File: config.mk
export PLATFORM = sky130hd
export DESIGN_NAME = edt_ram
export DESIGN_NICKNAME = d
export VERILOG_FILES = /design/src/hdl/edt_ram.sv
export SDC_FILE = /design/constraint.sdc
export NUM_CORES = 2
export LEC_CHECK = 0
export BUFFER_PORTS_ARGS = -buffer_cell sky130_fd_sc_hd__buf_4
export CORE_ASPECT_RATIO = 1.75
export CORE_MARGIN = 5
export CORE_UTILIZATION = 40
export DETAILED_ROUTE_END_ITERATION = 8
export PLACE_DENSITY = 0.62
export SYNTH_ARGS = -nofsm -noshare
export SYNTH_HDL_FRONTEND = slang
export SYNTH_SLANG_ARGS = --single-unit
export TNS_END_PERCENT = 5
File: constraint.sdc
create_clock -name clk -period 3.1 [get_ports clk]
set_input_delay 0.465 -clock clk [delete_from_list [all_inputs] [get_ports clk]]
set_output_delay 0.465 -clock clk [all_outputs]
set_load 0.03 [all_outputs]
File: src/hdl/edt_ram.sv
// Generic single-port-write, single-port-read RAM with registered read.
// No dependencies.
module edt_ram #(
    parameter int WIDTH = 8,
    parameter int DEPTH = 256
) (
    input  logic                     clk,
    input  logic                     we,
    input  logic [$clog2(DEPTH)-1:0] waddr,
    input  logic [WIDTH-1:0]         wdata,
    input  logic [$clog2(DEPTH)-1:0] raddr,
    output logic [WIDTH-1:0]         rdata
);
    logic [WIDTH-1:0] mem [DEPTH];

    always_ff @(posedge clk)
    begin
        if (we)
        begin
            mem[waddr] <= wdata;
        end
        rdata <= mem[raddr];
    end
endmodule

==> impl_metrics.json <==
{
  "worstReg2RegEnd": "rdata[1]",
  "vias_per_cell": 5.649,
  "r2r-start": "mem[85][1]",
  "setup_viol": 0,
  "clkTransAtPathRegs_ns": 0.06,
  "cts_setup_buffers": 0,
  "clk-insertion-delay-late_ns": 0.83,
  "ir_worst_vdd_mv": 0.5414,
  "power_w": 0.05539,
  "htreeDepth": 4,
  "cts_resized": 0,
  "r2r_cells": 6,
  "dieArea_sq_um": 208300,
  "grt_pass1_vias": 41730,
  "cts_tree": "done",
  "hold_buffers": 0,
  "cp_max_fo": 1,
  "worstPathArrival_ns": 3.78,
  "grt_pass1_wl_microns": 296800,
  "final_nets": 4315,
  "fin_crit_sh_pct": 98.56,
  "layout_setup_ws_ns": 0.04455,
  "hpwlAfterDp_microns": 137600,
  "ant_nets": 0,
  "initial_core_util_pct": 40.21,
  "drv_slew": 0,
  "p_leak_nw": 29.35,
  "synth.avg_cell_area_sq_um": 21.31,
  "vias": 39750,
  "clockRootBuffer": "clkbuf_16",
  "routed_wirelength_microns": 205500,
  "die_h_microns": 600.0,
  "core_area_sq_um": 197800,
  "fin_area_sq_um": 92350,
  "cap_violations": 0,
  "syn2layout_area_growth_pct": 16.08,
  "dp.cells": 6728,
  "worst_pin_slew_ns": 1.371,
  "dpl_cell_area_sq_um": 86880,
  "hold_depth": 1,
  "startpoint": "mem[85][1]",
  "crit_chain": "mux4_2 -> mux4_2 -> nor2b_1 -> nor4_1 -> buf_4 -> nor4_1",
  "status": "finished clean",
  "ys_ff_latch": 2056,
  "cp_data_required_time_ns": 3.82,
  "hold_path_class": "input pin to register",
  "antenna_found_initial": 7,
  "crit_slowest_cell": "nor4_1",
  "end_kind": "register",
  "rsz0062_at_grt": "no",
  "overflow": 0,
  "clock-sinks": 2056,
  "power_density_nw_per_um2": 599.8,
  "crit_path_end": "rdata[1]",
  "die_x_microns": 347.1,
  "pre_cts_ws_ns": -0.6328,
  "drtPass1Iterations": 7,
  "max_stage_delay_ns": 1.07,
  "syn_area_sq_um": 79560,
  "hold_violations": 0,
  "row_count": 216,
  "routedWlPerCell_microns": 29.20,
  "drtIter0Drc": 3923,
  "drive_above_1_share_pct": 29.86,
  "cts_buffers": 175,
  "portBuffers": 33,
  "rrSetupSlack_ns": 0.04,
  "layout_min_cycle_time_ns": 3.055,
  "cts.path.max_buffers": 4,
  "seq_area_frac_synth_pct": 77.50,
  "grt_max_degree": 103,
  "drc": 0,
  "synth_cells": 3733,
  "critPathKind": "register to register",
  "finClkSkew_ns": 0.04362,
  "gr-usage-all-layers_pct": 19.54,
  "gp_congestion": 0.8419,
  "ioPinCount": 34,
  "fmax_mhz": 327.3,
  "synthDistinctLibCells": 55,
  "slew_headroom_pct": 6.232,
  "synth_nets": 3759,
  "ys_warn_count": 0,
  "stdcell_count": 7037,
  "cp-start-kind": "register"
}
## per-stage QoR
step	util, %	TNS, ns	hold slack, ns
5_1_grt	46.68	0	0.08613
2_1_floorplan	-	0	0.5639
3_3_place_gp	43.91	-3.270	0.9204
3_5_place_dp	43.91	-3.133	0.9450
6_report	46.68	0	0.08589
4_1_cts	46.68	0	0.06979
## layer usage
metal  global-route usage (%)  share of wire [%]
met1                    22.14                 35
met2                    36.81                 55
met3                    2.359                5.1
met4                    8.858                5.4
met5                        0                  0
## worst min-delay path by stage
stage / start / to / slack [ns]
finish: wdata[1] / mem[218][1] / 0.09
global route: wdata[0] / mem[222][0] / 0.09
CTS: wdata[0] / mem[222][0] / 0.07
detailed placement: wdata[0] / mem[204][0] / 0.95
global placement: wdata[0] / mem[205][0] / 0.92
floorplan: wdata[0] / mem[0][0] / 0.56
## layout make-up
cell class	count	area [sq um]
multi-input cells	1442	16490
clock buffers	215	4614
repair buffers	612	5443
clock inverters	91	849.6
well taps	2616	3273
fillers	16450	105500
flip-flops and latches	2056	61660
inverters	2	7.507
diodes	3	7.507
## layout by cell type (no fill, tap or decap), types with 23 or more instances in the layout
master	Yosys	final
mux2i_1	134	134
nor2_1	282	279
mux4_2	454	454
nand3_1	34	34
clkinv_1	1	39
nor4_1	24	23
clkbuf_16	0	179
a22oi_1	133	133
nor2b_1	31	28
edfxtp_1	2048	2048
nand2_1	33	33
buf_12	8	62
clkinv_2	0	25
o22ai_1	28	28
a21oi_1	96	96
o221ai_1	46	46
clkbuf_1	111	36
buf_4	27	540
## Yosys cell counts, drive strengths merged
| master | n | area, sq um |
|---|---|---|
| or2b | 1 | 7.510 |
| inv | 1 | 3.750 |
| nor3b | 1 | 7.510 |
| nand2 | 33 | 123.9 |
| clkbuf | 111 | 416.7 |
| or3b | 1 | 8.760 |
| nand2b | 8 | 50.05 |
| a31oi | 2 | 12.51 |
| dfxtp | 8 | 160.2 |
| mux2 | 1 | 11.26 |
| nand4 | 10 | 62.56 |
| and3 | 1 | 6.260 |
| nand3 | 34 | 170.2 |
| a21boi | 1 | 7.510 |
| nand3b | 2 | 15.01 |
| a22o | 8 | 70.07 |
| a221oi | 14 | 128.9 |
| buf | 122 | 1032 |
| a2111oi | 5 | 52.55 |
| a311oi | 2 | 17.52 |
| edfxtp | 2048 | 61500 |
| or2 | 4 | 25.02 |
| a211oi | 16 | 120.1 |
| nor4b | 1 | 8.760 |
| mux2i | 134 | 1341 |
| o221ai | 47 | 417.9 |
| o32ai | 5 | 51.30 |
| o211ai | 10 | 75.07 |
| o311ai | 1 | 8.760 |
| mux4 | 456 | 10280 |
| o22a | 5 | 43.79 |
| a21oi | 96 | 480.5 |
| and2 | 6 | 37.54 |
| nor2 | 282 | 1059 |
| a22oi | 133 | 998.5 |
| and3b | 2 | 17.52 |
| o22ai | 28 | 175.2 |
| nor4 | 27 | 187.7 |
| nor2b | 31 | 193.9 |
| nor3 | 22 | 110.1 |
| clkinv | 1 | 3.750 |
| o21ai | 12 | 60.06 |
## critical path, delay by kind of cell, from the launching register on
family	cells	cell delay (ns)
AND/OR/NAND/NOR	3	1.29
multiplexers	2	1.04
flip-flops	1	0.37
buffers and inverters	1	0.26
## cell families (layout without fill, tap and decap cells)
| kind of cell | count (synthesis) | count (layout) | share of synthesized area, % |
|---|---|---|---|
| AND/OR/NAND/NOR | 466 | 466 | 2.628 |
| other | 0 | 3 | 0 |
| flip-flops | 2056 | 2056 | 77.50 |
| AO/OA/AOI/OAI | 385 | 385 | 3.419 |
| multiplexers | 591 | 591 | 14.62 |
| buffers and inverters | 235 | 920 | 1.831 |
## flip-flops by register name (all words and copies together), names as in the netlist
name / cells
mem: 2048
rdata: 8
## power breakdown
| group | switching (W) | leakage (nW) | internal (W) |
|---|---|---|---|
| sequential | 0.0000640 | 18.5 | 0.0306 |
| clock | 0.00969 | 2.66 | 0.0119 |
| combinational | 0.00190 | 8.22 | 0.00120 |
(Power assumes the default switching activity.)
