File: config.mk
export PLATFORM = sky130hd
export DESIGN_NAME = edt_sqrt
export DESIGN_NICKNAME = d
export VERILOG_FILES = /design/src/hdl/edt_pkg.sv /design/src/hdl/edt_sqrt.sv
export SDC_FILE = /design/constraint.sdc
export NUM_CORES = 1
export LEC_CHECK = 0
export ABC_AREA = 1
export CORE_MARGIN = 2
export CORE_UTILIZATION = 46
export DETAILED_ROUTE_END_ITERATION = 7
export DONT_BUFFER_PORTS = 1
export HOLD_SLACK_MARGIN = 0.1
export PLACE_DENSITY = 0.65
export SYNTH_ARGS = -nofsm -noshare
export SYNTH_HDL_FRONTEND = slang
export SYNTH_SLANG_ARGS = --single-unit
export TNS_END_PERCENT = 10
File: constraint.sdc
create_clock -name clk -period 2.2 [get_ports clk]
set_clock_uncertainty 0.15 [all_clocks]
set_input_delay 0.44 -clock clk [delete_from_list [all_inputs] [get_ports clk]]
set_output_delay 0.44 -clock clk [all_outputs]
set_load 0.005 [all_outputs]
File: src/hdl/edt_pkg.sv
// Shared constants for the exact distance transform.
// No dependencies.
package edt_pkg;
    localparam int MAX_WIDTH     = 256;
    localparam int MAX_HEIGHT    = 256;
    localparam int FRACTION_BITS = 8;
    localparam int XW            = $clog2(MAX_WIDTH);
    localparam int YW            = $clog2(MAX_HEIGHT);
    localparam int AW            = XW + YW;
    localparam int DEPTH         = MAX_WIDTH * MAX_HEIGHT;
    localparam int DW            = 17;
    localparam int RW            = XW + 2;
    localparam logic [RW-1:0] ROW_INF = '1;
    localparam logic [DW-1:0] DIST_LIMIT = '1;
    localparam int SQW           = 2 * (RW + 1) + 2 * FRACTION_BITS;

    localparam logic [1:0] REG_WIDTH  = 2'd0;
    localparam logic [1:0] REG_HEIGHT = 2'd1;
    localparam logic [1:0] REG_METRIC = 2'd2;

    localparam logic MODE_WRITE = 1'b0;
    localparam logic MODE_READ  = 1'b1;
endpackage

File: src/hdl/edt_sqrt.sv
// Bit-serial integer square root, consuming two radicand bits per cycle.
// Depends on edt_pkg.
module edt_sqrt (
    input  logic                      clk,
    input  logic                      rst_n,
    input  logic                      start,
    input  logic [edt_pkg::SQW-1:0]   radicand,
    output logic                      done,
    output logic [edt_pkg::SQW/2-1:0] root
);
    localparam int HW = edt_pkg::SQW / 2;
    localparam int CW = $clog2(HW + 1);

    logic [edt_pkg::SQW-1:0] rem_reg, rem_next;
    logic [edt_pkg::SQW-1:0] rad_reg, rad_next;
    logic [HW-1:0]           root_reg, root_next;
    logic [CW-1:0]           cnt_reg, cnt_next;
    logic                    busy_reg, busy_next;
    logic                    done_reg, done_next;
    logic [edt_pkg::SQW-1:0] trial;
    logic [edt_pkg::SQW-1:0] shifted;

    always_comb
    begin
        rem_next  = rem_reg;
        rad_next  = rad_reg;
        root_next = root_reg;
        cnt_next  = cnt_reg;
        busy_next = busy_reg;
        done_next = 1'b0;
        shifted   = {rem_reg[edt_pkg::SQW-3:0], rad_reg[edt_pkg::SQW-1 -: 2]};
        trial     = {{(edt_pkg::SQW-HW-2){1'b0}}, root_reg, 2'b01};
        if (start)
        begin
            rem_next  = '0;
            rad_next  = radicand;
            root_next = '0;
            cnt_next  = CW'(HW);
            busy_next = 1'b1;
        end
        else if (busy_reg)
        begin
            rad_next = {rad_reg[edt_pkg::SQW-3:0], 2'b00};
            if (shifted >= trial)
            begin
                rem_next  = shifted - trial;
                root_next = {root_reg[HW-2:0], 1'b1};
            end
            else
            begin
                rem_next  = shifted;
                root_next = {root_reg[HW-2:0], 1'b0};
            end
            cnt_next = cnt_reg - 1'b1;
            if (cnt_reg == CW'(1))
            begin
                busy_next = 1'b0;
                done_next = 1'b1;
            end
        end
    end

    always_ff @(posedge clk or negedge rst_n)
    begin
        if (!rst_n)
        begin
            busy_reg <= 1'b0;
            done_reg <= 1'b0;
            cnt_reg  <= '0;
        end
        else
        begin
            busy_reg <= busy_next;
            done_reg <= done_next;
            cnt_reg  <= cnt_next;
        end
    end

    always_ff @(posedge clk)
    begin
        rem_reg  <= rem_next;
        rad_reg  <= rad_next;
        root_reg <= root_next;
    end

    assign done = done_reg;
    assign root = root_reg;
endmodule

==> results of run 1 <==
-- worst max-delay path, cell delays in order (launching register included) --
cell	delay (ps)
sky130_fd_sc_hd__dfxtp_2	390
sky130_fd_sc_hd__ha_4	230
sky130_fd_sc_hd__a21o_1	180
sky130_fd_sc_hd__nand2_1	80
sky130_fd_sc_hd__nand2_2	70
sky130_fd_sc_hd__a21oi_2	140
sky130_fd_sc_hd__nand2_2	90
sky130_fd_sc_hd__nand2_4	110
sky130_fd_sc_hd__nand2_8	80
sky130_fd_sc_hd__nor2_8	220
sky130_fd_sc_hd__clkbuf_16	200
sky130_fd_sc_hd__nand2_1	50
sky130_fd_sc_hd__nand3_1	80
sky130_fd_sc_hd__nand2_1	50
-- through the flow --
step           worst slack, ps  power, mW  instances
2_1_floorplan             39.5       6.86        908
3_3_place_gp              -194       9.33       1202
3_5_place_dp              -176       9.37       1202
4_1_cts                  -68.1       11.4       1226
5_1_grt                   -120       13.4       1235
6_report                 -20.6       12.5       1235
-- kinds of logic (layout without fill, tap and decap cells) --
kind of cell / count (synthesis) / after routing / share of synthesized area, %
flip-flops: 100 / 100 / 39.1
AO/OA/AOI/OAI: 90 / 90 / 8.78
buffers and inverters: 134 / 285 / 8.74
XOR/XNOR: 18 / 18 / 2.55
adder cells (fa/ha/maj): 23 / 23 / 4.65
AND/OR/NAND/NOR: 543 / 543 / 36.2
-- layout make-up --
type	count	area (um^2)	area share (%)
clock inverter	7	72.6	0.858
inverter	108	420	4.97
timing repair inverter	1	11.3	0.133
multi-input combinational	674	3800	44.9
clock buffer	9	225	2.66
tap	176	220	2.61
sequential	100	2440	28.8
timing repair buffer	160	1270	15.0
-- how the worst min path moves through the flow --
stage                                    end  slack [ps]
global route           rad_reg[16]$_DFFE_PP_         110
finish                 rad_reg[21]$_DFFE_PP_         110
global placement              done$_DFF_PN0_          -5
detailed placement            done$_DFF_PN0_          -5
floorplan                 busy_reg$_DFF_PN0_          -6
CTS                 rad_reg[1]$_SDFFCE_PN0P_         100
-- metal layers --
layer	wire length [um]	GRT usage, %
met5	0	0
met4	414	7.94
met3	833	4.80
met2	8170	39.9
met1	8160	32.3
-- repair_timing --
item                                   CTS  global route
endpoints found under the hold margin   11             0
pin swaps                                4            38
hold buffers                             3             0
cloned                                   0             2
setup endpoints to repair               36            37
setup buffers                            5             7
resized for setup                       35           120
-- cells in the mapped netlist (10+ instances only) --
cell type / number / area share (%)
sky130_fd_sc_hd__a21oi_1: 19 / 1.5
sky130_fd_sc_hd__o22ai_1: 18 / 1.8
sky130_fd_sc_hd__dfxtp_1: 55 / 18
sky130_fd_sc_hd__a21oi_2: 10 / 1.4
sky130_fd_sc_hd__inv_2: 10 / 0.61
sky130_fd_sc_hd__o21ai_0: 32 / 2.6
sky130_fd_sc_hd__nand2_1: 384 / 23
sky130_fd_sc_hd__nor3_1: 10 / 0.81
sky130_fd_sc_hd__nand4_1: 10 / 1.0
sky130_fd_sc_hd__inv_1: 95 / 5.8
sky130_fd_sc_hd__nor2_1: 68 / 4.1
sky130_fd_sc_hd__edfxtp_1: 38 / 18
sky130_fd_sc_hd__nand3_1: 42 / 3.4
sky130_fd_sc_hd__ha_1: 23 / 4.7
sky130_fd_sc_hd__nand2_2: 14 / 1.4
sky130_fd_sc_hd__clkbuf_1: 19 / 1.2
-- power by group through the flow --
| stage | combinational (mW) | sequential [mW] | clock (mW) |
|---|---|---|---|
| finish | 8.28 | 2.61 | 1.60 |
| CTS | 7.22 | 2.56 | 1.63 |
| global placement | 6.75 | 2.58 | 0 |
| floorplan | 4.32 | 2.54 | 0 |
| detailed placement | 6.80 | 2.57 | 0 |
| global route | 9.10 | 2.65 | 1.69 |
==> metrics.txt, run 1 <==
outcome=complete, but fails checks; violations in the final reports=setup timing; clock input transition at the sequential cells of the worst setup and hold paths=roughly 80 ps; worst slew margin relative to its limit=a little under two thirds; via count of the routed design=6,197; highest achievable clock rate=0.450 GHz; count of cells along the worst register-to-register path=13; setup slack on the worst flop-to-flop path=-20 ps; Hold Vio Cnt, Final=0; Worst Path Max Fanout=7; # Max-Cap Violations=0; cell row count=between 40 and 50; post-synthesis cell area=~6000 um^2; least setup slack across all paths after layout=-20.6 ps; pin count of the biggest net entering global routing=47; post-synthesis sequential area ratio=39.1%; number of nets in the layout=1,118; Initial Utilization=46.9%; Inserted Clock Buffers=9; DP Wirelength=12,500 um; Detail Route Antenna Nets=0; number of synthesized flops with an enable pin=38; type of the worst setup path=flop to flop; most common library cell in the layout ignoring fill and taps=sky130_fd_sc_hd__nand2_1; Tcrit/Tclk final=101%; filler cell count in the final layout=~1,200; worst-case vdd ir drop=0.649 mV; wire per inst=14.2 um; TNS Setup=-24.5 ps; sequential power share=20.9%; RSZ-0062 raised after global routing=true; die span in x=120 um; Psw=between 5 and 6 mW; TritonCTS clock tree=done; number of stages on the worst hold path=2; synth unique cells=41; combined global-route utilization of all metal layers=24.4%; worst slew pin tran=549 ps; placed cell areas=7400 um^2; Num Clock Sinks=100; path type of the worst min-delay path=input pin to flop; pins over their slew limit=0; arrival time at the worst endpoint=roughly 2300 ps; Seq cells post-synth=100; number of detailed-route iterations in the first pass=5; Net Count, Synth=between 900 and 1,000; mean number of vias per cell=5.02; static leakage power=~4.1 nW; Power Internal=6.75 mW; worst setup path start=rem_reg[5]$_SDFFE_PP0P_; routability-driven placement congestion ratio=0.992; cell count after synthesis=908; number of diodes=0; global route total overflow=0; vias in the first global route=between 5,000 and 6,000; Die Y=about 120 um; number of violations reported at the end of detailed-routing iteration 0=288; number of antenna violations at the first check in global routing=0; post-synthesis async set-or-reset flop share=under 10%; share of cells above drive strength 1=32.6%; die area=14,400 um^2; drt total wl=17,600 um; worst setup path end=rem_reg[15]$_SDFFE_PP0P_; Max H-tree Level=3; Final Cell Area=8450 um^2; Post-route DRC=0; sw frac=around 46%; power per cell area=1480 nW/um^2; worst flop-to-flop path startpoint=rem_reg[5]$_SDFFE_PP0P_; most used cells in the layout excluding fill and tap cells=sky130_fd_sc_hd__nand2_1 (358), sky130_fd_sc_hd__buf_4 (151), sky130_fd_sc_hd__inv_1 (82); final critical path time including I/O delays and setup=~2200 ps; most used flip-flop cell after synthesis=sky130_fd_sc_hd__dfxtp_1; post-synthesis to final-layout area growth=36.7%; syn_area_per_cell=6.81 um^2; origin of the worst min-delay path=radicand[21]; CP Launch Type=flop; Largest register FFs=38; clock group share of total power=around an eighth; required time of the critical path=2300 ps; root buffer selected by CTS=sky130_fd_sc_hd__clkbuf_16; total of buffers placed on input and output ports=0; Setup violations, final=2; logic gate share of total power=66.3%; Worst Setup End Kind=flop; first-pass GRT wire length=28,000 um; I/O Pins=61; clock insertion delay at the later pin of the skew report=360 ps; number of synthesis warnings=0; tightest hold margin=~110 ps; share of the core filled with cells=64.1%; number of buffers on the longest clock path=2; floorplan core area=13,200 um^2; critical register-to-register path endpoint=rem_reg[15]$_SDFFE_PP0P_
(Power assumes the default switching activity.)
==> run 2, diff against run 1 <==
Settings changed: PLACE_DENSITY 0.65 to default.
==> metrics.txt, run 2 (synthesis results as in run 1) <==
origin of the worst min-delay path=start; number of diodes=0; Die Y=120 um; Post-route DRC=0; # Max-Cap Violations=0; combined global-route utilization of all metal layers=26.2%; worst setup slack after placement=-168 ps; TNS Setup=-125 ps; post-synthesis to final-layout area growth=38.0%; total of buffers placed on input and output ports=0; outcome=complete, but fails checks; mean number of vias per cell=5.02; drt total wl=between 15,000 and 20,000 um; number of stages on the worst hold path=2; worst-case vdd ir drop=0.632 mV; Hold Vio Cnt, Final=0; delay contributed by the slowest stage of the critical path=410 ps; number of antenna violations at the first check in global routing=0; Inserted Clock Buffers=9; setup slack on the worst flop-to-flop path=-30 ps; worst-path cell chain=ha_4, a21oi_1, o21ai_1, a21boi_4, nand2_4, nor2_8, buf_6, nand2_1, nand2_1, nand2_1, nand2_1; Most common cell on crit path=sky130_fd_sc_hd__nand2_1; TritonCTS clock tree=done; pins over their slew limit=0; via count of the routed design=6,225; number of detailed-route iterations in the first pass=5; highest achievable clock rate=0.448 GHz; critical register-to-register path endpoint=rem_reg[11]$_SDFFE_PP0P_; Tcrit/Tclk final=101%; first-pass GRT wire length=30,000 um; count of cells along the worst register-to-register path=11; most used cells in the layout excluding fill and tap cells=sky130_fd_sc_hd__nand2_1 (349), sky130_fd_sc_hd__buf_4 (156), sky130_fd_sc_hd__inv_1 (78); required time of the critical path=2360 ps; cell with the largest stage delay on the worst path=sky130_fd_sc_hd__dfxtp_1; pin count of the biggest net entering global routing=between 50 and 60; footprint of the flip-flops and latches=2440 um^2; clock insertion delay at the later pin of the skew report=360 ps; die area=14,400 um^2; Num Clock Sinks=100; Hold Crit Endpoint=rad_reg[19]$_DFFE_PP_; floorplan core area=13,200 um^2; number of violations reported at the end of detailed-routing iteration 0=368; filler cell count in the final layout=1,195; least setup slack across all paths after layout=-32.8 ps; path type of the worst min-delay path=input pin to flop; wire per inst=14.7 um; Max H-tree Level=3; Worst Setup End Kind=flop; Worst Path Max Fanout=5; Final Cell Area=between 8000 and 9000 um^2; type of the worst setup path=flop to flop; Detail Route Antenna Nets=0; routability-driven placement congestion ratio=approximately 0.97; worst slew pin tran=698 ps; violations in the final reports=setup timing; RSZ-0062 raised after global routing=true; DP Wirelength=roughly 13,000 um; vias in the first global route=6,389; Multi-input gate area=around 3800 um^2; number of nets in the layout=1,124; Largest register FFs=38; share of the core filled with cells=around 65%; arrival time at the worst endpoint=2390 ps; global route total overflow=0; die span in x=120 um; cell row count=42; Initial Utilization=46.9%; placed cell areas=around 7500 um^2; root buffer selected by CTS=sky130_fd_sc_hd__clkbuf_16; static leakage power=4.14 nW; power per cell area=1480 nW/um^2; worst flop-to-flop path startpoint=rem_reg[15]$_SDFFE_PP0P_; I/O Pins=61; Setup violations, final=11; worst slew margin relative to its limit=53.2%; share of cells above drive strength 1=34.2%; CP Launch Type=flop; clock input transition at the sequential cells of the worst setup and hold paths=80 ps; final critical path time including I/O delays and setup=2230 ps; most common library cell in the layout ignoring fill and taps=sky130_fd_sc_hd__nand2_1; number of buffers on the longest clock path=2
run 2: cell count changes in the layout (fill, tap and decap cells not counted), sizes merged:
cell / delta
inv: -1
buf: +7
clkinv: -1
clkbuf: -1
bufinv: +1
dlygate4sd3: +1
run 2: worst max path at each step:
stage | from | end | cells past startpoint
after CTS | root[5]$_SDFFE_PP0P_ | rem_reg[18]$_SDFFE_PP0P_ | 14
after floorplan | root[15]$_SDFFE_PP0P_ | rem_reg[26]$_SDFFE_PP0P_ | 15
after detailed placement | root[11]$_SDFFE_PP0P_ | rem_reg[5]$_SDFFE_PP0P_ | 14
after global placement | root[11]$_SDFFE_PP0P_ | rem_reg[14]$_SDFFE_PP0P_ | 14
after global routing | root[18]$_SDFFE_PP0P_ | rem_reg[22]$_SDFFE_PP0P_ | 14
final | rem_reg[15]$_SDFFE_PP0P_ | rem_reg[11]$_SDFFE_PP0P_ | 11
run 2: what timing repair did:
item	4_1_cts	5_1_grt
cloned	1	0
endpoints found under the hold margin	12	0
hold buffers	4	0
setup endpoints to repair	37	37
resized for setup	66	108
pin swaps	19	30
buffers inserted	4	7
run 2: power breakdown:
group,switching [mW],total [mW],internal (mW)
Combinational,4.67,8.35,3.69
Clock,0.829,1.64,0.809
Sequential,0.316,2.62,2.30
Total,5.81,12.6,6.80
run 2: layout make-up:
class / count / share of cell area (%)
clock inverter: 7 / 0.880
sequential: 100 / 28.6
tap: 176 / 2.58
clock buffer: 9 / 2.64
multi-input combinational: 674 / 44.7
inverter: 108 / 5.12
timing repair buffer: 167 / 15.5
run 2: critical path: cells and delay by family (launching register included):
family	cells	cell delay [ps]
compound gates	3	650
simple gates	6	570
flops	1	410
fa+ha+maj	1	240
buf+inv	1	160
run 2: routing by layer:
metal	track usage [%]	vias to the layer above	routed length (um)	part of all wire, %
met1	30.9	2867	7900	43
li1	-	3169	-	-
met5	0	-	0	0
met3	5.99	39	950	5.2
met2	46.0	150	8950	49
met4	10.1	0	491	2.7
run 2: per-stage QoR:
stage | power (mW) | hold slack, ps | cells
global placement | 9.45 | -5.43 | 1209
CTS | 11.8 | 104 | 1234
global route | 13.6 | 104 | 1241
finish | 12.6 | 110 | 1241
detailed placement | 9.51 | -5.45 | 1209
floorplan | 6.86 | -5.59 | 908
